[src/sv/prn_pkg.sv]
`timescale 1ns / 1ps
package prn_pkg;
	localparam int MAX_IN_LEN = 256;
	localparam int MAX_OUT_LEN = 128;
	localparam int VALUE_BITS = 10;
	localparam int IN_AW = $clog2(MAX_IN_LEN);
	localparam int OUT_AW = $clog2(MAX_OUT_LEN);
	localparam int CNT_W = IN_AW + 1;
	localparam int N_W = OUT_AW + 1;
	localparam logic [7:0] OUT_LEN_RESET = 8'd40;
	localparam logic [0:0] REG_OUT_LENGTH = 1'b0;

	typedef struct packed {
		logic [9:0] sample_value;
		logic       is_last;
	} in_word_t;

	typedef struct packed {
		logic [6:0]        first_index;
		logic signed [7:0] feature_a;
		logic signed [7:0] feature_b;
		logic              has_b;
		logic              last_result;
	} out_word_t;

	typedef struct packed {
		logic [CNT_W-1:0] len;
	} job_t;
endpackage

[src/sv/prn_front.sv]
`timescale 1ns / 1ps
module prn_front (
	input  logic                         clk,
	input  logic                         arst_n,
	input  logic                         in_valid,
	output logic                         in_stall,
	input  prn_pkg::in_word_t            in_word,
	output logic                         wr_en,
	output logic [prn_pkg::IN_AW-1:0]    wr_addr,
	output logic [prn_pkg::VALUE_BITS-1:0] wr_data,
	output logic                         job_valid,
	input  logic                         job_stall,
	output prn_pkg::job_t                job
);
	logic [prn_pkg::CNT_W-1:0] cnt_q;
	logic                      acc;
	logic                      full;

	assign full = cnt_q == prn_pkg::CNT_W'(prn_pkg::MAX_IN_LEN);
	// hold new words while a finished profile waits or the back end still reads the store
	assign in_stall = job_valid || job_stall;
	assign acc = in_valid && !in_stall;
	assign wr_en = acc && !full;
	assign wr_addr = cnt_q[prn_pkg::IN_AW-1:0];
	assign wr_data = in_word.sample_value[prn_pkg::VALUE_BITS-1:0];

	always_ff @(posedge clk or negedge arst_n) begin
		if (!arst_n) begin
			cnt_q <= '0;
			job_valid <= 1'b0;
			job <= '0;
		end else begin
			if (job_valid && !job_stall) job_valid <= 1'b0;
			if (acc) begin
				if (in_word.is_last) begin
					job_valid <= 1'b1;
					job.len <= full ? cnt_q : cnt_q + 1'b1;
					cnt_q <= '0;
				end else if (!full) begin
					cnt_q <= cnt_q + 1'b1;
				end
			end
		end
	end
endmodule

[config.mk]
export PLATFORM = sky130hd
export DESIGN_NAME = prn_front
export DESIGN_NICKNAME = d
export VERILOG_FILES = /design/src/sv/prn_pkg.sv /design/src/sv/prn_front.sv
export SDC_FILE = /design/constraint.sdc
export NUM_CORES = 1
export LEC_CHECK = 0
export ABC_AREA = 1
export BUFFER_PORTS_ARGS = -buffer_cell sky130_fd_sc_hd__buf_2
export CORE_MARGIN = 5
export CORE_UTILIZATION = 45
export CTS_CLUSTER_DIAMETER = 100
export CTS_CLUSTER_SIZE = 40
export DETAILED_ROUTE_END_ITERATION = 8
export HOLD_SLACK_MARGIN = 0.1
export PLACE_DENSITY = 0.86
export SYNTH_ARGS = -nofsm -noshare
export SYNTH_HDL_FRONTEND = slang
export SYNTH_SLANG_ARGS = --single-unit
[constraint.sdc]
create_clock -name clk -period 1.65 [get_ports clk]
set_clock_uncertainty 0.15 [all_clocks]
set_input_delay 0.33 -clock clk [delete_from_list [all_inputs] [get_ports clk]]
set_output_delay 0.33 -clock clk [all_outputs]
set_load 0.01 [all_outputs]
==> results.cfg <==
[outcome]
status = finished with violations
violations = setup timing

[yosys]
ys_seq_elements = 19
synthDistinctLibCells = 20
syn_nets = 162
yosys_warnings = 0
syn_area_per_cell_um2 = 7.90
syn_area_um2 = 1140
seq_area_frac_synth = 0.415
postSynthCellCount = 145

[setup_path]
cp_top_family = flip-flops
crit_start = cnt_q[1]
critPathMaxFanout = 2
cp.depth = 6
startpoint_type = flip-flop
arrival_ns = 1.28
path_buf_inv = 2
regToRegStartpoint = cnt_q[1]
endpoint_kind = primary output
cp_slowest_cell = dfrtp_1
worstPathCellList = inv_2 -> ha_4 -> nand2_4 -> nor2_4 -> a21oi_2 -> buf_2
crit_type = flip-flop to primary output
worstSetupEndpoint = wr_en
critical_path_required_ns = 1.17
ff2ff_path_depth = 9
ff2ff_setup_slack_ns = 0.12
cpPeakStageDelay_ns = 0.40
r2r-end = cnt_q[2]

[sta]
fin_hold_ws_ns = 0.154
period_minus_slack_ns = 1.76
max_slew_margin = 0.713
rsz0062_at_grt = true
setup_violations = 1
hold_viol = 0
tns_ns = -0.112
finalCritPeriodShare = 1.07
max_freq_mhz = 568
fin_ws_ns = -0.112
worst_pin_slew_ns = 0.431
report.final.slew_viol_count = 0

[floorplanning]
num_io_pins = 45
dieWidth_um = 60.4
start_util = 0.466
core-area_um2 = 2450
die_y_um = 60.4
die_area_um2 = 3650
placementRows = 18

[placed_design]
dp_hpwl_um = 1750
gp_congestion = 0.856
place_ws_ns = 0.120
port_buffers = 24
placed_cells = 183
placed_cell_area_um2 = 1180

[global_routing]
grt_pass1_wl_um = 4490
gr-total-overflow = 0
grt_max_degree = 20
grtUsageTotal = 0.167
grt_antenna_before_repair = 0
grt_pass1_vias = 949

[layout]
final.fill_count = 233
drive_above_1_share = 0.379
fin_area_um2 = 1330
fin_util = 0.541
multi_input_area_um2 = 499
area_growth_pct = 16.0
final_cell_count_no_fill = 199
diodes = 0
fin_nets = 187
regArea_um2 = 475

[route]
vias_per_cell = 4.96
final_antenna_net_count = 0
post_drt_wl_per_cell_um = 13.4
drt_wl_total_um = 2660
vias = 988
drt-initial-drc-count = 25
drcViolationCount = 0
first_pass_iters = 4

[power]
switchingPower_mw = 0.392
switching_share = 0.340
combPwrFrac = 0.307
clockPowerShare = 0.216
power.leakage_nw = 0.729
power.total_mw = 1.16
p_per_area_nw_per_um2 = 870
p_int_mw = 0.763
ir_drop_v = 0.000576
seq_power_share = 0.477

[clock_tree]
cts.sink_count = 19
clkTransAtPathRegs_ns = 0.12
cts_buffer_depth = 2
cts_tree = built
clk_latency_ns = 0.31
htreeDepth = 1
cts-buffers-inserted = 3
cts_root_buffer = clkbuf_4

[run]
maxCapViolCount = 0

[hold_path]
holdPathStages = 3
min_path_type = input pin to flip-flop
==> synthesized netlist by cell type <==
library cell  count  area share
a21oi_1           1      0.0044
buf_4            18        0.12
nand2_2           3       0.016
inv_2             7       0.023
buf_6             1      0.0098
nand3_1          15       0.066
nor2_4            2       0.020
nor2_2            2       0.011
ha_1              2       0.022
nand3_2           2       0.017
dfrtp_1          19        0.42
o21ai_1           2      0.0087
inv_1             6       0.020
nand2_1          48        0.16
nor2_1            4       0.013
clkinv_1          1      0.0033
xor2_1            3       0.023
nand3b_1          1      0.0066
nand3_4           1       0.015
o21ai_0           7       0.031
==> routing by layer <==
layer	global-route usage	wire, um
met1	0.224	1170
met5	0	0
met3	0.0298	158
met2	0.270	1300
met4	0.0650	29
==> cell usage in the layout, fill, tap and decap left out, types with 2 or more instances in the layout <==
master and instances:
dfrtp_1 19, clkbuf_4 3, nand2_1 47, nand3_2 2, nor2_1 4, xor2_1 3
o21ai_1 2, buf_2 24, nand3_1 15, inv_2 9, nor2_4 3, buf_4 14
nand2_2 3, inv_1 4, o21ai_0 7
==> registers in the layout, summed over array words and instances (netlist names) <==
register   count
job_valid      1
cnt_q          9
job            9
==> layout make-up <==
class / count / share of cell area
clock buffer: 3 / 0.0170
clock inverter: 1 / 0.00377
inverter: 14 / 0.0396
multi-input combinational: 93 / 0.376
sequential: 19 / 0.358
tap: 30 / 0.0283
timing repair buffer: 39 / 0.177
==> repair_timing <==
action                                 in CTS  in global routing
resized for setup                           7                  1
buffers inserted                            8                  3
setup endpoints to repair                   1                  1
hold buffers                                1                  0
pin swaps                                   5                  0
endpoints found under the hold margin      19                  0
==> power by group through the flow <==
stage | clock, mW | combinational (mW) | sequential [mW]
floorplan | 0 | 0.182 | 0.590
global placement | 0 | 0.285 | 0.557
detailed placement | 0 | 0.293 | 0.558
CTS | 0.251 | 0.339 | 0.552
global route | 0.272 | 0.395 | 0.562
finish | 0.249 | 0.355 | 0.552
==> worst register-to-register path, cell delays in order (launching register included) <==
cell and delay, ns:
dfrtp_1 0.40, inv_2 0.08, ha_4 0.14, nand2_4 0.05, nor2_4 0.10, buf_4 0.12
buf_4 0.12, nand2_2 0.08, nand3_1 0.07, o21ai_0 0.10
==> worst min path at each step <==
stage,start,to,slack [ns]
after floorplan,arst_n,cnt_q[0],-0.12
after global placement,arst_n,job[0],0.13
after detailed placement,arst_n,job[0],0.15
after CTS,job_stall,job_valid,0.17
after global routing,job_stall,job_valid,0.17
final,job_stall,job_valid,0.15
==> kinds of logic (layout without fill, tap and decap cells) <==
group	after synthesis	after routing	synth area share
xor gates and xnor gates	3	3	0.0230
DFF	19	19	0.415
AOI/OAI and AO/OA	10	10	0.0437
and+or+nand+nor	78	78	0.322
buffers and inverters	33	57	0.174
adders and majority gates	2	2	0.0219
(Power assumes the default switching activity.)
